## src/design/ast_pkg.sv

```systemverilog
// shared types and constants for the assembly source tokenizer
package ast_pkg;

  // number of result slots one source byte can produce
  localparam int MaxRes = 3;
  // depth of the queue between front and back
  localparam int QDepth = 4;

  // one result word without its position
  typedef struct packed {
    logic       kind;
    logic [4:0] ttype;
    logic [7:0] tbyte;
  } res_t;

  // all results caused by one accepted source byte
  typedef struct packed {
    res_t [MaxRes-1:0] res;
    logic [1:0]        cnt;
  } bundle_t;

endpackage

```

## src/design/assembly_source_tokenizer.sv

```systemverilog
// tokenizer for assembler source text, one source byte per input word
// latency: the results of a byte pass through the bundle queue and then the output register before they show on out_
// throughput: one byte per cycle while in_stall is low; results leave at one word per cycle
//   while out_stall is low, so a byte with two or three results holds the output longer,
//   with a four-bundle queue between scanner and output register absorbing bursts
// reset: synchronous, rst_n low; scanner idle, line and column one, queue empty
module assembly_source_tokenizer #(
  parameter int POSITION_BITS = 16
) (
  input  logic                     clk,
  input  logic                     rst_n,
  input  logic                     in_valid,
  output logic                     in_stall,
  input  logic [7:0]               in_ch,
  input  logic                     in_is_end,
  output logic                     out_valid,
  input  logic                     out_stall,
  output logic                     out_result_kind,
  output logic [4:0]               out_token_type,
  output logic [7:0]               out_text_byte,
  output logic [POSITION_BITS-1:0] out_start_line,
  output logic [POSITION_BITS-1:0] out_start_column,
  output logic                     out_last_of_run
);

  logic                                          acc, push, pop, q_valid, q_full;
  ast_pkg::bundle_t                              fe_bun, q_bun;
  logic [ast_pkg::MaxRes-1:0][POSITION_BITS-1:0] fe_line, fe_col, q_line, q_col;

  // input handshake
  assign in_stall = q_full;
  assign acc      = in_valid && !q_full;

  // scanner
  ast_front #(.PB(POSITION_BITS)) u_front (
    .clk    (clk),
    .rst_n  (rst_n),
    .acc    (acc),
    .ch     (in_ch),
    .is_end (in_is_end),
    .push   (push),
    .bun    (fe_bun),
    .bline  (fe_line),
    .bcol   (fe_col)
  );

  // bundle queue
  ast_queue #(.PB(POSITION_BITS)) u_queue (
    .clk       (clk),
    .rst_n     (rst_n),
    .push      (push),
    .wr_bun    (fe_bun),
    .wr_line   (fe_line),
    .wr_col    (fe_col),
    .pop       (pop),
    .not_empty (q_valid),
    .full      (q_full),
    .rd_bun    (q_bun),
    .rd_line   (q_line),
    .rd_col    (q_col)
  );

  // result output
  ast_back #(.PB(POSITION_BITS)) u_back (
    .clk              (clk),
    .rst_n            (rst_n),
    .q_valid          (q_valid),
    .q_bun            (q_bun),
    .q_line           (q_line),
    .q_col            (q_col),
    .q_pop            (pop),
    .out_valid        (out_valid),
    .out_stall        (out_stall),
    .out_result_kind  (out_result_kind),
    .out_token_type   (out_token_type),
    .out_text_byte    (out_text_byte),
    .out_start_line   (out_start_line),
    .out_start_column (out_start_column),
    .out_last_of_run  (out_last_of_run)
  );

endmodule

```

## src/design/ast_front.sv

```systemverilog
// front end: accepts source bytes, scans them and builds result bundles
module ast_front #(
  parameter int PB = 16
) (
  input  logic                                 clk,
  input  logic                                 rst_n,
  input  logic                                 acc,
  input  logic [7:0]                           ch,
  input  logic                                 is_end,
  output logic                                 push,
  output ast_pkg::bundle_t                     bun,
  output logic [ast_pkg::MaxRes-1:0][PB-1:0]   bline,
  output logic [ast_pkg::MaxRes-1:0][PB-1:0]   bcol
);

  typedef enum logic [2:0] {
    M_IDLE, M_COMMENT, M_IDENT, M_HEX, M_BIN, M_DEC, M_STR, M_ESC
  } mode_t;

  // token type codes
  localparam logic [4:0] T_EOF = 5'd0;
  localparam logic [4:0] T_NL = 5'd1;
  localparam logic [4:0] T_IDENT = 5'd2;
  localparam logic [4:0] T_NUM = 5'd3;
  localparam logic [4:0] T_STR = 5'd4;
  localparam logic [4:0] T_ORG = 5'd5;
  localparam logic [4:0] T_WORD = 5'd6;
  localparam logic [4:0] T_BYTE = 5'd7;
  localparam logic [4:0] T_X = 5'd8;
  localparam logic [4:0] T_Y = 5'd9;
  localparam logic [4:0] T_PLUS = 5'd10;
  localparam logic [4:0] T_MINUS = 5'd11;
  localparam logic [4:0] T_HASH = 5'd12;
  localparam logic [4:0] T_COMMA = 5'd13;
  localparam logic [4:0] T_COLON = 5'd14;
  localparam logic [4:0] T_LP = 5'd15;
  localparam logic [4:0] T_RP = 5'd16;
  localparam logic [4:0] T_LB = 5'd17;
  localparam logic [4:0] T_RB = 5'd18;
  localparam logic [4:0] T_UNK = 5'd19;

  // characters
  localparam logic [7:0] C_LF = 8'h0A;
  localparam logic [7:0] C_TAB = 8'h09;
  localparam logic [7:0] C_VT = 8'h0B;
  localparam logic [7:0] C_FF = 8'h0C;
  localparam logic [7:0] C_CR = 8'h0D;
  localparam logic [7:0] C_SP = 8'h20;
  localparam logic [7:0] C_QUOTE = 8'h22;
  localparam logic [7:0] C_DOLLAR = 8'h24;
  localparam logic [7:0] C_PCT = 8'h25;
  localparam logic [7:0] C_SEMI = 8'h3B;
  localparam logic [7:0] C_BSL = 8'h5C;
  localparam logic [7:0] C_DOT = 8'h2E;
  localparam logic [7:0] C_USC = 8'h5F;

  localparam logic [PB-1:0] PosMax = {PB{1'b1}};
  localparam logic [PB-1:0] PosOne = {{(PB-1){1'b0}}, 1'b1};

  mode_t           mode_r, mode_nxt;
  logic [4:0][7:0] pfx_r, pfx_nxt;
  logic [2:0]      wlen_r, wlen_nxt;
  logic [PB-1:0]   tl_r, tl_nxt, tc_r, tc_nxt, cl_r, cl_nxt, cc_r, cc_nxt;

  logic [1:0]  n;
  logic        fresh;
  logic        pending;
  logic [4:0]  pend_type;
  logic [4:0]  id_type;
  logic [7:0]  esc_val;
  logic        c_letter, c_dec, c_hex, c_word, c_blank;

  function automatic ast_pkg::res_t mk(input logic k, input logic [4:0] t, input logic [7:0] b);
    ast_pkg::res_t r;
    r.kind = k;
    r.ttype = t;
    r.tbyte = b;
    return r;
  endfunction

  function automatic logic [4:0] punct(input logic [7:0] c);
    logic [4:0] t;
    case (c)
      8'h2B:   t = T_PLUS;
      8'h2D:   t = T_MINUS;
      8'h23:   t = T_HASH;
      8'h2C:   t = T_COMMA;
      8'h3A:   t = T_COLON;
      8'h28:   t = T_LP;
      8'h29:   t = T_RP;
      8'h5B:   t = T_LB;
      8'h5D:   t = T_RB;
      default: t = T_UNK;
    endcase
    return t;
  endfunction

  // character classes
  always_comb begin
    c_letter = (ch >= 8'h41 && ch <= 8'h5A) || (ch >= 8'h61 && ch <= 8'h7A);
    c_dec    = ch >= 8'h30 && ch <= 8'h39;
    c_hex    = c_dec || (ch >= 8'h41 && ch <= 8'h46) || (ch >= 8'h61 && ch <= 8'h66);
    c_word   = c_letter || c_dec || ch == C_USC;
    c_blank  = ch == C_SP || ch == C_TAB || ch == C_VT || ch == C_FF || ch == C_CR;
    case (ch)
      8'h6E:   esc_val = C_LF;
      8'h74:   esc_val = C_TAB;
      8'h72:   esc_val = C_CR;
      default: esc_val = ch;
    endcase
  end

  // keyword match on the stored identifier prefix
  always_comb begin
    id_type = T_IDENT;
    if (wlen_r == 3'd1 && pfx_r[0] == 8'h58) begin
      id_type = T_X;
    end else if (wlen_r == 3'd1 && pfx_r[0] == 8'h59) begin
      id_type = T_Y;
    end else if ((wlen_r == 3'd4 && pfx_r[0] == C_DOT && pfx_r[1] == 8'h6F &&
                  pfx_r[2] == 8'h72 && pfx_r[3] == 8'h67) ||
                 (wlen_r == 3'd3 && pfx_r[0] == 8'h6F && pfx_r[1] == 8'h72 &&
                  pfx_r[2] == 8'h67)) begin
      id_type = T_ORG;
    end else if ((wlen_r == 3'd5 && pfx_r[0] == C_DOT && pfx_r[1] == 8'h77 &&
                  pfx_r[2] == 8'h6F && pfx_r[3] == 8'h72 && pfx_r[4] == 8'h64) ||
                 (wlen_r == 3'd4 && pfx_r[0] == 8'h77 && pfx_r[1] == 8'h6F &&
                  pfx_r[2] == 8'h72 && pfx_r[3] == 8'h64)) begin
      id_type = T_WORD;
    end else if ((wlen_r == 3'd5 && pfx_r[0] == C_DOT && pfx_r[1] == 8'h62 &&
                  pfx_r[2] == 8'h79 && pfx_r[3] == 8'h74 && pfx_r[4] == 8'h65) ||
                 (wlen_r == 3'd4 && pfx_r[0] == 8'h62 && pfx_r[1] == 8'h79 &&
                  pfx_r[2] == 8'h74 && pfx_r[3] == 8'h65)) begin
      id_type = T_BYTE;
    end
  end

  // type of the token left open in the current mode
  always_comb begin
    pending = 1'b1;
    case (mode_r)
      M_IDENT:                pend_type = id_type;
      M_HEX, M_BIN, M_DEC:    pend_type = T_NUM;
      M_STR, M_ESC:           pend_type = T_STR;
      default: begin
        pend_type = T_EOF;
        pending = 1'b0;
      end
    endcase
  end

  // scanner next state and result bundle
  always_comb begin
    mode_nxt = mode_r;
    pfx_nxt  = pfx_r;
    wlen_nxt = wlen_r;
    tl_nxt   = tl_r;
    tc_nxt   = tc_r;
    cl_nxt   = cl_r;
    cc_nxt   = cc_r;
    n        = 2'd0;
    fresh    = 1'b0;
    bun      = '0;
    bline    = '0;
    bcol     = '0;

    if (is_end || ch == 8'h00) begin
      // end of source: close pending token, emit end of file, back to reset
      if (pending) begin
        bun.res[n] = mk(1'b1, pend_type, 8'h00);
        bline[n] = tl_r;
        bcol[n] = tc_r;
        n = n + 2'd1;
      end
      bun.res[n] = mk(1'b1, T_EOF, 8'h00);
      bline[n] = cl_r;
      bcol[n] = cc_r;
      n = n + 2'd1;
      mode_nxt = M_IDLE;
      pfx_nxt  = '0;
      wlen_nxt = '0;
      tl_nxt   = PosOne;
      tc_nxt   = PosOne;
      cl_nxt   = PosOne;
      cc_nxt   = PosOne;
    end else begin
      // position advance
      if (ch == C_LF) begin
        if (cl_r != PosMax) cl_nxt = cl_r + PosOne;
        cc_nxt = PosOne;
      end else if (cc_r != PosMax) begin
        cc_nxt = cc_r + PosOne;
      end

      // continue the pending token where the byte fits
      case (mode_r)
        M_COMMENT: begin
          if (ch == C_LF) fresh = 1'b1;
        end
        M_IDENT: begin
          if (c_word) begin
            if (wlen_r < 3'd5) pfx_nxt[wlen_r] = ch;
            if (wlen_r < 3'd6) wlen_nxt = wlen_r + 3'd1;
            bun.res[n] = mk(1'b0, T_EOF, ch);
            bline[n] = tl_r;
            bcol[n] = tc_r;
            n = n + 2'd1;
          end else begin
            bun.res[n] = mk(1'b1, pend_type, 8'h00);
            bline[n] = tl_r;
            bcol[n] = tc_r;
            n = n + 2'd1;
            fresh = 1'b1;
          end
        end
        M_HEX, M_BIN, M_DEC: begin
          if ((mode_r == M_HEX && c_hex) || (mode_r == M_DEC && c_dec) ||
              (mode_r == M_BIN && (ch == 8'h30 || ch == 8'h31))) begin
            bun.res[n] = mk(1'b0, T_EOF, ch);
            bline[n] = tl_r;
            bcol[n] = tc_r;
            n = n + 2'd1;
          end else begin
            bun.res[n] = mk(1'b1, T_NUM, 8'h00);
            bline[n] = tl_r;
            bcol[n] = tc_r;
            n = n + 2'd1;
            fresh = 1'b1;
          end
        end
        M_STR: begin
          if (ch == C_QUOTE) begin
            bun.res[n] = mk(1'b1, T_STR, 8'h00);
            mode_nxt = M_IDLE;
          end else if (ch == C_BSL) begin
            mode_nxt = M_ESC;
          end else begin
            bun.res[n] = mk(1'b0, T_EOF, ch);
          end
          bline[n] = tl_r;
          bcol[n] = tc_r;
          if (ch != C_BSL) n = n + 2'd1;
        end
        M_ESC: begin
          bun.res[n] = mk(1'b0, T_EOF, esc_val);
          bline[n] = tl_r;
          bcol[n] = tc_r;
          n = n + 2'd1;
          mode_nxt = M_STR;
        end
        default: begin
          fresh = 1'b1;
        end
      endcase

      // start of a new token at the current position
      if (fresh) begin
        mode_nxt = M_IDLE;
        tl_nxt = cl_r;
        tc_nxt = cc_r;
        bline[n] = cl_r;
        bcol[n] = cc_r;
        if (c_blank) begin
          mode_nxt = M_IDLE;
        end else if (ch == C_LF) begin
          bun.res[n] = mk(1'b1, T_NL, 8'h00);
          n = n + 2'd1;
        end else if (ch == C_SEMI) begin
          mode_nxt = M_COMMENT;
        end else if (c_letter || ch == C_USC || ch == C_DOT) begin
          mode_nxt = M_IDENT;
          pfx_nxt = '0;
          pfx_nxt[0] = ch;
          wlen_nxt = 3'd1;
          bun.res[n] = mk(1'b0, T_EOF, ch);
          n = n + 2'd1;
        end else if (c_dec || ch == C_DOLLAR || ch == C_PCT) begin
          mode_nxt = (ch == C_DOLLAR) ? M_HEX : (ch == C_PCT) ? M_BIN : M_DEC;
          bun.res[n] = mk(1'b0, T_EOF, ch);
          n = n + 2'd1;
        end else if (ch == C_QUOTE) begin
          mode_nxt = M_STR;
        end else begin
          bun.res[n] = mk(1'b0, T_EOF, ch);
          n = n + 2'd1;
          bline[n] = cl_r;
          bcol[n] = cc_r;
          bun.res[n] = mk(1'b1, punct(ch), 8'h00);
          n = n + 2'd1;
        end
      end
    end
    bun.cnt = n;
    push = acc && (n != 2'd0);
  end

  // scanner state
  always_ff @(posedge clk) begin
    if (!rst_n) begin
      mode_r <= M_IDLE;
      pfx_r  <= '0;
      wlen_r <= '0;
      tl_r   <= PosOne;
      tc_r   <= PosOne;
      cl_r   <= PosOne;
      cc_r   <= PosOne;
    end else if (acc) begin
      mode_r <= mode_nxt;
      pfx_r  <= pfx_nxt;
      wlen_r <= wlen_nxt;
      tl_r   <= tl_nxt;
      tc_r   <= tc_nxt;
      cl_r   <= cl_nxt;
      cc_r   <= cc_nxt;
    end
  end

endmodule

```

## src/design/ast_queue.sv

```systemverilog
// short queue of result bundles between front and back
module ast_queue #(
  parameter int PB = 16
) (
  input  logic                                 clk,
  input  logic                                 rst_n,
  input  logic                                 push,
  input  ast_pkg::bundle_t                     wr_bun,
  input  logic [ast_pkg::MaxRes-1:0][PB-1:0]   wr_line,
  input  logic [ast_pkg::MaxRes-1:0][PB-1:0]   wr_col,
  input  logic                                 pop,
  output logic                                 not_empty,
  output logic                                 full,
  output ast_pkg::bundle_t                     rd_bun,
  output logic [ast_pkg::MaxRes-1:0][PB-1:0]   rd_line,
  output logic [ast_pkg::MaxRes-1:0][PB-1:0]   rd_col
);

  localparam int AW = $clog2(ast_pkg::QDepth);

  ast_pkg::bundle_t                    bun_q [ast_pkg::QDepth];
  logic [ast_pkg::MaxRes-1:0][PB-1:0]  line_q [ast_pkg::QDepth];
  logic [ast_pkg::MaxRes-1:0][PB-1:0]  col_q [ast_pkg::QDepth];
  logic [AW-1:0] wr_ptr_r, rd_ptr_r;
  logic [AW:0]   cnt_r;

  assign not_empty = cnt_r != '0;
  assign full      = cnt_r == (AW+1)'(ast_pkg::QDepth);
  assign rd_bun    = bun_q[rd_ptr_r];
  assign rd_line   = line_q[rd_ptr_r];
  assign rd_col    = col_q[rd_ptr_r];

  // entry storage
  always_ff @(posedge clk) begin
    if (push) begin
      bun_q[wr_ptr_r]  <= wr_bun;
      line_q[wr_ptr_r] <= wr_line;
      col_q[wr_ptr_r]  <= wr_col;
    end
  end

  // pointers and fill count
  always_ff @(posedge clk) begin
    if (!rst_n) begin
      wr_ptr_r <= '0;
      rd_ptr_r <= '0;
      cnt_r    <= '0;
    end else begin
      if (push) wr_ptr_r <= wr_ptr_r + AW'(1);
      if (pop) rd_ptr_r <= rd_ptr_r + AW'(1);
      if (push && !pop) cnt_r <= cnt_r + (AW+1)'(1);
      else if (pop && !push) cnt_r <= cnt_r - (AW+1)'(1);
    end
  end

endmodule

```

## src/design/ast_back.sv

```systemverilog
// back end: sends the results of each bundle one word per cycle while out_stall is low
module ast_back #(
  parameter int PB = 16
) (
  input  logic                                 clk,
  input  logic                                 rst_n,
  input  logic                                 q_valid,
  input  ast_pkg::bundle_t                     q_bun,
  input  logic [ast_pkg::MaxRes-1:0][PB-1:0]   q_line,
  input  logic [ast_pkg::MaxRes-1:0][PB-1:0]   q_col,
  output logic                                 q_pop,
  output logic                                 out_valid,
  input  logic                                 out_stall,
  output logic                                 out_result_kind,
  output logic [4:0]                           out_token_type,
  output logic [7:0]                           out_text_byte,
  output logic [PB-1:0]                        out_start_line,
  output logic [PB-1:0]                        out_start_column,
  output logic                                 out_last_of_run
);

  logic          valid_r;
  logic [1:0]    sub_r;
  ast_pkg::res_t res_r;
  logic [PB-1:0] line_r, col_r;
  logic          last_r;
  logic          load, last_sub;

  assign load     = q_valid && (!valid_r || !out_stall);
  assign last_sub = sub_r == (q_bun.cnt - 2'd1);
  assign q_pop    = load && last_sub;

  assign out_valid        = valid_r;
  assign out_result_kind  = res_r.kind;
  assign out_token_type   = res_r.ttype;
  assign out_text_byte    = res_r.tbyte;
  assign out_start_line   = line_r;
  assign out_start_column = col_r;
  assign out_last_of_run  = last_r;

  // output word register
  always_ff @(posedge clk) begin
    if (load) begin
      res_r  <= q_bun.res[sub_r];
      line_r <= q_line[sub_r];
      col_r  <= q_col[sub_r];
      last_r <= last_sub;
    end
  end

  // slot walk and output valid
  always_ff @(posedge clk) begin
    if (!rst_n) begin
      valid_r <= 1'b0;
      sub_r   <= '0;
    end else begin
      if (load) begin
        valid_r <= 1'b1;
        sub_r   <= last_sub ? 2'd0 : sub_r + 2'd1;
      end else if (!out_stall) begin
        valid_r <= 1'b0;
      end
    end
  end

endmodule

```

## config.mk

```make
export PLATFORM = sky130hd
export DESIGN_NAME = assembly_source_tokenizer
export DESIGN_NICKNAME = d
export VERILOG_FILES = /design/src/design/ast_pkg.sv /design/src/design/assembly_source_tokenizer.sv /design/src/design/ast_front.sv /design/src/design/ast_queue.sv /design/src/design/ast_back.sv
export SDC_FILE = /design/constraint.sdc
export NUM_CORES = 1
export LEC_CHECK = 0
export ABC_CLOCK_PERIOD_IN_PS = 10100
export BUFFER_PORTS_ARGS = -buffer_cell sky130_fd_sc_hd__buf_2
export CELL_PAD_IN_SITES_DETAIL_PLACEMENT = 1
export CELL_PAD_IN_SITES_GLOBAL_PLACEMENT = 2
export CORE_ASPECT_RATIO = 2
export CORE_MARGIN = 5
export CORE_UTILIZATION = 35
export CTS_CLUSTER_DIAMETER = 200
export DETAILED_ROUTE_END_ITERATION = 10
export GPL_TIMING_DRIVEN = 1
export PLACE_DENSITY = 0.65
export SLEW_MARGIN = 20
export SYNTH_ARGS = -nofsm -noshare
export SYNTH_HDL_FRONTEND = slang
export SYNTH_SLANG_ARGS = --single-unit
```

## constraint.sdc

```tcl
create_clock -name clk -period 10.1 [get_ports clk]
set_input_delay 2.02 -clock clk [delete_from_list [all_inputs] [get_ports clk]]
set_output_delay 2.02 -clock clk [all_outputs]
set_load 0.05 [all_outputs]
```

==> flow_summary.html <==
<table>
<tr><th>Metric</th><th>Value</th></tr>
<tr><th colspan="2">Pwr</th></tr>
<tr><td>Leakage power</td><td>10.3 nW</td></tr>
<tr><td>Net switching power</td><td>0.00247 W</td></tr>
<tr><td>Peak ir drop on the vdd network</td><td>137 uV</td></tr>
<tr><td>Internal Power</td><td>0.00557 W</td></tr>
<tr><td>Switching power as a share of total power</td><td>30.7%</td></tr>
<tr><td>Share of total power in the clock network</td><td>30.0%</td></tr>
<tr><td>Sequential group share of total power</td><td>46.5%</td></tr>
<tr><td>Part of the total power dissipated in combinational logic</td><td>23.5%</td></tr>
<tr><td>Overall Power</td><td>0.00804 W</td></tr>
<tr><td>Power density normalized to cell area</td><td>250 nW/um^2</td></tr>
<tr><th colspan="2">Outcome</th></tr>
<tr><td>Outcome</td><td>finished, final reports clean</td></tr>
<tr><th colspan="2">Floorplanning</th></tr>
<tr><td>Starting density of the core</td><td>35.3%</td></tr>
<tr><td>Number of placement rows</td><td>148</td></tr>
<tr><td>Floorplan Core Area</td><td>81300 um^2</td></tr>
<tr><td>Vertical die dimension</td><td>415 um</td></tr>
<tr><td>Count of boundary I/O pins</td><td>62</td></tr>
<tr><td>DIE AREA</td><td>88100 um^2</td></tr>
<tr><td>Chip Width</td><td>212 um</td></tr>
<tr><th colspan="2">Clock tree</th></tr>
<tr><td>TritonCTS clock tree</td><td>done</td></tr>
<tr><td>Clock Tree Buf Depth</td><td>3</td></tr>
<tr><td>Sink Count</td><td>693</td></tr>
<tr><td>Clock slew seen by the registers of the worst setup and hold paths</td><td>0.06 ns</td></tr>
<tr><td>Setup fix buffers added after clock tree synthesis</td><td>0</td></tr>
<tr><td>Number of buffers created by CTS</td><td>59</td></tr>
<tr><td>Clock tree root driver cell</td><td>clkbuf_16</td></tr>
<tr><td>Clock latency on the worst-skew pair</td><td>0.64 ns</td></tr>
<tr><td>Post-CTS Hold Fix Bufs</td><td>0</td></tr>
<tr><td>Number of instances resized during post-cts repair</td><td>0</td></tr>
<tr><td>Maximum level of the CTS H-tree</td><td>2</td></tr>
<tr><th colspan="2">Worst setup path</th></tr>
<tr><td>Worst setup slack for register-to-register paths</td><td>5.90 ns</td></tr>
<tr><td>CP max stage cell</td><td>and2_4</td></tr>
<tr><td>Number of cells on the worst reg-to-reg path</td><td>8</td></tr>
<tr><td>R2R Path Start</td><td>u_front.mode_r[2]$_SDFFE_PN0P_</td></tr>
<tr><td>Crit path max fanout</td><td>55</td></tr>
<tr><td>Critical Path Source Type</td><td>input port</td></tr>
<tr><td>Kind of capture point of the worst setup path</td><td>register</td></tr>
<tr><td>Worst setup path end</td><td>u_queue.bun_q[1][2]$_DFFE_PP_</td></tr>
<tr><td>Critical setup path kind</td><td>input port to register</td></tr>
<tr><td>Required arrival time at the worst endpoint</td><td>10.37 ns</td></tr>
<tr><td>Endpoint arrival time on the critical path</td><td>6.01 ns</td></tr>
<tr><td>Critical R2R Capture</td><td>u_queue.bun_q[1][2]$_DFFE_PP_</td></tr>
<tr><td>Critical path origin</td><td>in_ch[1]</td></tr>
<tr><td>Cells along the critical path</td><td>buf_2 &gt; nor2b_1 &gt; nand3_1 &gt; a21oi_1 &gt; a21o_1 &gt; o21ai_0 &gt; nand2_1 &gt; and2_4 &gt; buf_4</td></tr>
<tr><td>Largest incremental delay on the critical path</td><td>0.77 ns</td></tr>
<tr><th colspan="2">Timing</th></tr>
<tr><td>Max_slew headroom</td><td>23.7%</td></tr>
<tr><td>Worst Tran Pin Value</td><td>1.13 ns</td></tr>
<tr><td>Hold Slack</td><td>0.444 ns</td></tr>
<tr><td>PnR worst setup slack</td><td>4.36 ns</td></tr>
<tr><td>Worst Skew</td><td>0.0123 ns</td></tr>
<tr><td>Share of the clock period used by the worst path</td><td>56.8%</td></tr>
<tr><td>Number of max-slew violations in the final report</td><td>0</td></tr>
<tr><td>Setup repair after global routing missed its margin</td><td>false</td></tr>
<tr><td>Setup-failing EPs final</td><td>0</td></tr>
<tr><td>Hold Fails Final Rpt</td><td>0</td></tr>
<tr><td>Final critical-path required period</td><td>5.74 ns</td></tr>
<tr><td>Maximum achievable frequency</td><td>174 MHz</td></tr>
<tr><td>Sum of negative setup slack</td><td>0 ns</td></tr>
<tr><th colspan="2">Finish</th></tr>
<tr><td>Leading cell type in the layout, fill and taps excluded</td><td>edfxtp_1</td></tr>
<tr><td>ANT cells</td><td>0</td></tr>
<tr><td>Area occupied by multi-input gates</td><td>8560 um^2</td></tr>
<tr><td>Fraction of final layout cells sized beyond drive strength 1</td><td>19.3%</td></tr>
<tr><td>Final-layout fill cell count</td><td>8035</td></tr>
<tr><td>Net count of the finished layout</td><td>1887</td></tr>
<tr><td>Storage cell area</td><td>19600 um^2</td></tr>
<tr><td>Cell Count, Final, Fillers Out</td><td>2963</td></tr>
<tr><td>Most frequent cells in the layout</td><td>571 x edfxtp_1, 131 x mux4_2, 118 x dfxtp_1, 109 x nor2_1, 102 x nand2_1</td></tr>
<tr><td>Post-synthesis to final-layout area growth</td><td>12.2%</td></tr>
<tr><th colspan="2">GRT</th></tr>
<tr><td>Pin count of the biggest net entering global routing</td><td>132</td></tr>
<tr><td>Global-route total usage across every layer</td><td>17.4%</td></tr>
<tr><td>Vias in the first global route</td><td>17900</td></tr>
<tr><td>Congestion Overflow GR</td><td>0</td></tr>
<tr><td>Global-route wire length before repair</td><td>116000 um</td></tr>
<tr><td>Initial antenna violation count</td><td>0</td></tr>
<tr><th colspan="2">Routing</th></tr>
<tr><td>Final wirelength</td><td>76800 um</td></tr>
<tr><td>Residual antenna-violating net count after detailed routing</td><td>0</td></tr>
<tr><td>Total number of vias</td><td>16100</td></tr>
<tr><td>Routed WL per cell</td><td>25.9 um</td></tr>
<tr><td>Number of violations reported at the end of detailed-routing iteration 0</td><td>762</td></tr>
<tr><td>DRC Markers</td><td>0</td></tr>
<tr><td>Detailed-routing iteration count for the pre-antenna-repair pass</td><td>5</td></tr>
<tr><td>Routed vias/inst</td><td>5.45</td></tr>
<tr><th colspan="2">Synth</th></tr>
<tr><td>Warnings, synthesis</td><td>0</td></tr>
<tr><td>Instance count of the mapped netlist</td><td>1829</td></tr>
<tr><td>Fraction of registers with async set/reset</td><td>0%</td></tr>
<tr><td>Number of storage elements in the synthesis netlist</td><td>693</td></tr>
<tr><td>Area leader, netlist</td><td>edfxtp_1</td></tr>
<tr><td>Share of the yosys chip area belonging to registers</td><td>68.3%</td></tr>
<tr><td>Unique cell type count in the Yosys netlist</td><td>79</td></tr>
<tr><td>Primary FF master, synth</td><td>edfxtp_1</td></tr>
<tr><td>Area of the mapped netlist</td><td>28700 um^2</td></tr>
<tr><td>Number of synthesized flops with an enable pin</td><td>571</td></tr>
<tr><td>Synthesized area divided by synthesized cell count</td><td>15.7 um^2</td></tr>
<tr><td>Post-synthesis net count</td><td>1854</td></tr>
<tr><td>Area share of the largest cell type after synthesis</td><td>59.8%</td></tr>
<tr><td>Top cells by area in the synthesized netlist</td><td>edfxtp_1 60%, mux4_2 10%, dfxtp_1 8.5%, a22o_1 2.1%, and2_1 1.8%</td></tr>
<tr><th colspan="2">Placed design</th></tr>
<tr><td>PortBufs</td><td>61</td></tr>
<tr><td># placed instances</td><td>2851</td></tr>
<tr><td>Post-place setup slack</td><td>3.62 ns</td></tr>
<tr><td>Post-DP HPWL</td><td>47600 um</td></tr>
<tr><td>Weighted congestion reported at the end of routability-driven placement</td><td>0.877</td></tr>
<tr><th colspan="2">Min path</th></tr>
<tr><td>Class of the tightest hold or removal check</td><td>register to register</td></tr>
<tr><td>Hold wc startpoint</td><td>u_front.pfx_r[31]$_SDFFE_PN0P_</td></tr>
<tr><th colspan="2">Job</th></tr>
<tr><td>Number of violations of the max-capacitance limit</td><td>0</td></tr>
</table>
## flip-flops by register name, indices dropped and copies added (netlist names), 2 cells and up, named ones only
register and cells:
u_back.out_token_type 5, u_front.tc_r 16, u_queue.rd_ptr_r 2, u_queue.wr_ptr_r 2, u_front.wlen_r 3, u_back.out_text_byte 8
u_front.mode_r 3, u_front.tl_r 16, u_front.cl_r 16, u_queue.bun_q 140, u_back.out_start_column 16, u_queue.line_q 192
u_queue.cnt_r 3, u_front.pfx_r 40, u_back.sub_r 2, u_front.cc_r 16, u_queue.col_q 192, u_back.out_start_line 16
## power by group through the flow
stage,sequential (W),clock [W],combinational [W]
after global placement,0.00379,0,0.00194
after CTS,0.00375,0.00249,0.00196
after detailed placement,0.00381,0,0.00195
after global routing,0.00377,0.00261,0.00204
final,0.00373,0.00241,0.00189
after floorplan,0.00407,0,0.00109
## through the flow
| step | utilization [%] | area, um^2 |
|---|---|---|
| after floorplan | - | 28700 |
| after CTS | 39.6 | 32200 |
| after global routing | 39.6 | 32200 |
| after global placement | 37.0 | 30100 |
| final | 39.6 | 32200 |
| after detailed placement | 37.0 | 30100 |
## cell type report
class                   instances  share of cell area, %
repair buffers                 94                   1.76
clock buffers                  77                   5.13
multi-input cells             999                   26.6
flip-flops and latches        693                   60.9
well taps                    1050                   4.08
clock inverters                35                   1.30
inverters                      15                  0.175
## cells in the mapped netlist (4+ instances only)
master,count
edfxtp_1,571
mux4_2,131
dfxtp_1,122
nor2_1,109
nand2_1,102
clkbuf_1,86
and2_1,81
o21ai_0,72
a22o_1,69
mux2i_1,48
a21oi_1,40
a22oi_1,33
nand3_1,30
nor3_1,21
buf_1,18
nor4_1,18
nand4_1,16
inv_1,15
nor2b_1,15
xor2_1,15
a31oi_1,13
buf_2,12
nand2b_1,12
ha_1,11
nand3b_1,11
or3_1,11
and3_1,9
o31ai_1,9
nor3b_1,8
or4_1,8
nor4bb_1,6
and4_1,5
o211ai_1,5
o21ai_1,5
a21o_1,4
a311oi_1,4
a31o_2,4
a32o_1,4
nand4b_1,4
nor4b_1,4
o31ai_2,4
xnor2_1,4
## how the worst min path moves through the flow
stage | end | slack [ns] | cells past startpoint
after detailed placement | u_front.pfx_r[39]$_SDFFE_PN0P_ | 0.44 | 2
after floorplan | u_front.pfx_r[31]$_SDFFE_PN0P_ | 0.41 | 2
final | u_front.pfx_r[31]$_SDFFE_PN0P_ | 0.44 | 2
after global routing | u_front.pfx_r[31]$_SDFFE_PN0P_ | 0.47 | 2
after global placement | u_front.pfx_r[39]$_SDFFE_PN0P_ | 0.44 | 2
after CTS | u_front.pfx_r[39]$_SDFFE_PN0P_ | 0.45 | 2
## worst max-delay path: cells and delay by family
family,cells,cell delay (ns)
AND/OR/NAND/NOR,4,1.89
buffers and inverters,2,1.12
AO/OA/AOI/OAI,3,0.92
## routing by layer
layer / up-vias / GRT usage, % / wire, um
met1: 8449 / 19.1 / 28000
li1: 7278 / - / -
met5: - / 0 / 0
met2: 295 / 33.2 / 43100
met4: 0 / 7.15 / 3480
met3: 121 / 2.07 / 2160
## cell families (layout without fill, tap and decap cells)
logic type | count (synthesis) | count (layout) | synth area share [%]
compound gates | 304 | 304 | 7.55
buf+inv | 137 | 221 | 1.96
xor+xnor | 19 | 19 | 0.581
fa+ha+maj | 12 | 12 | 0.550
flops | 693 | 693 | 68.3
mux | 179 | 179 | 12.0
simple gates | 485 | 485 | 9.05
No activity file was read; power rests on OpenSTA's default activity.
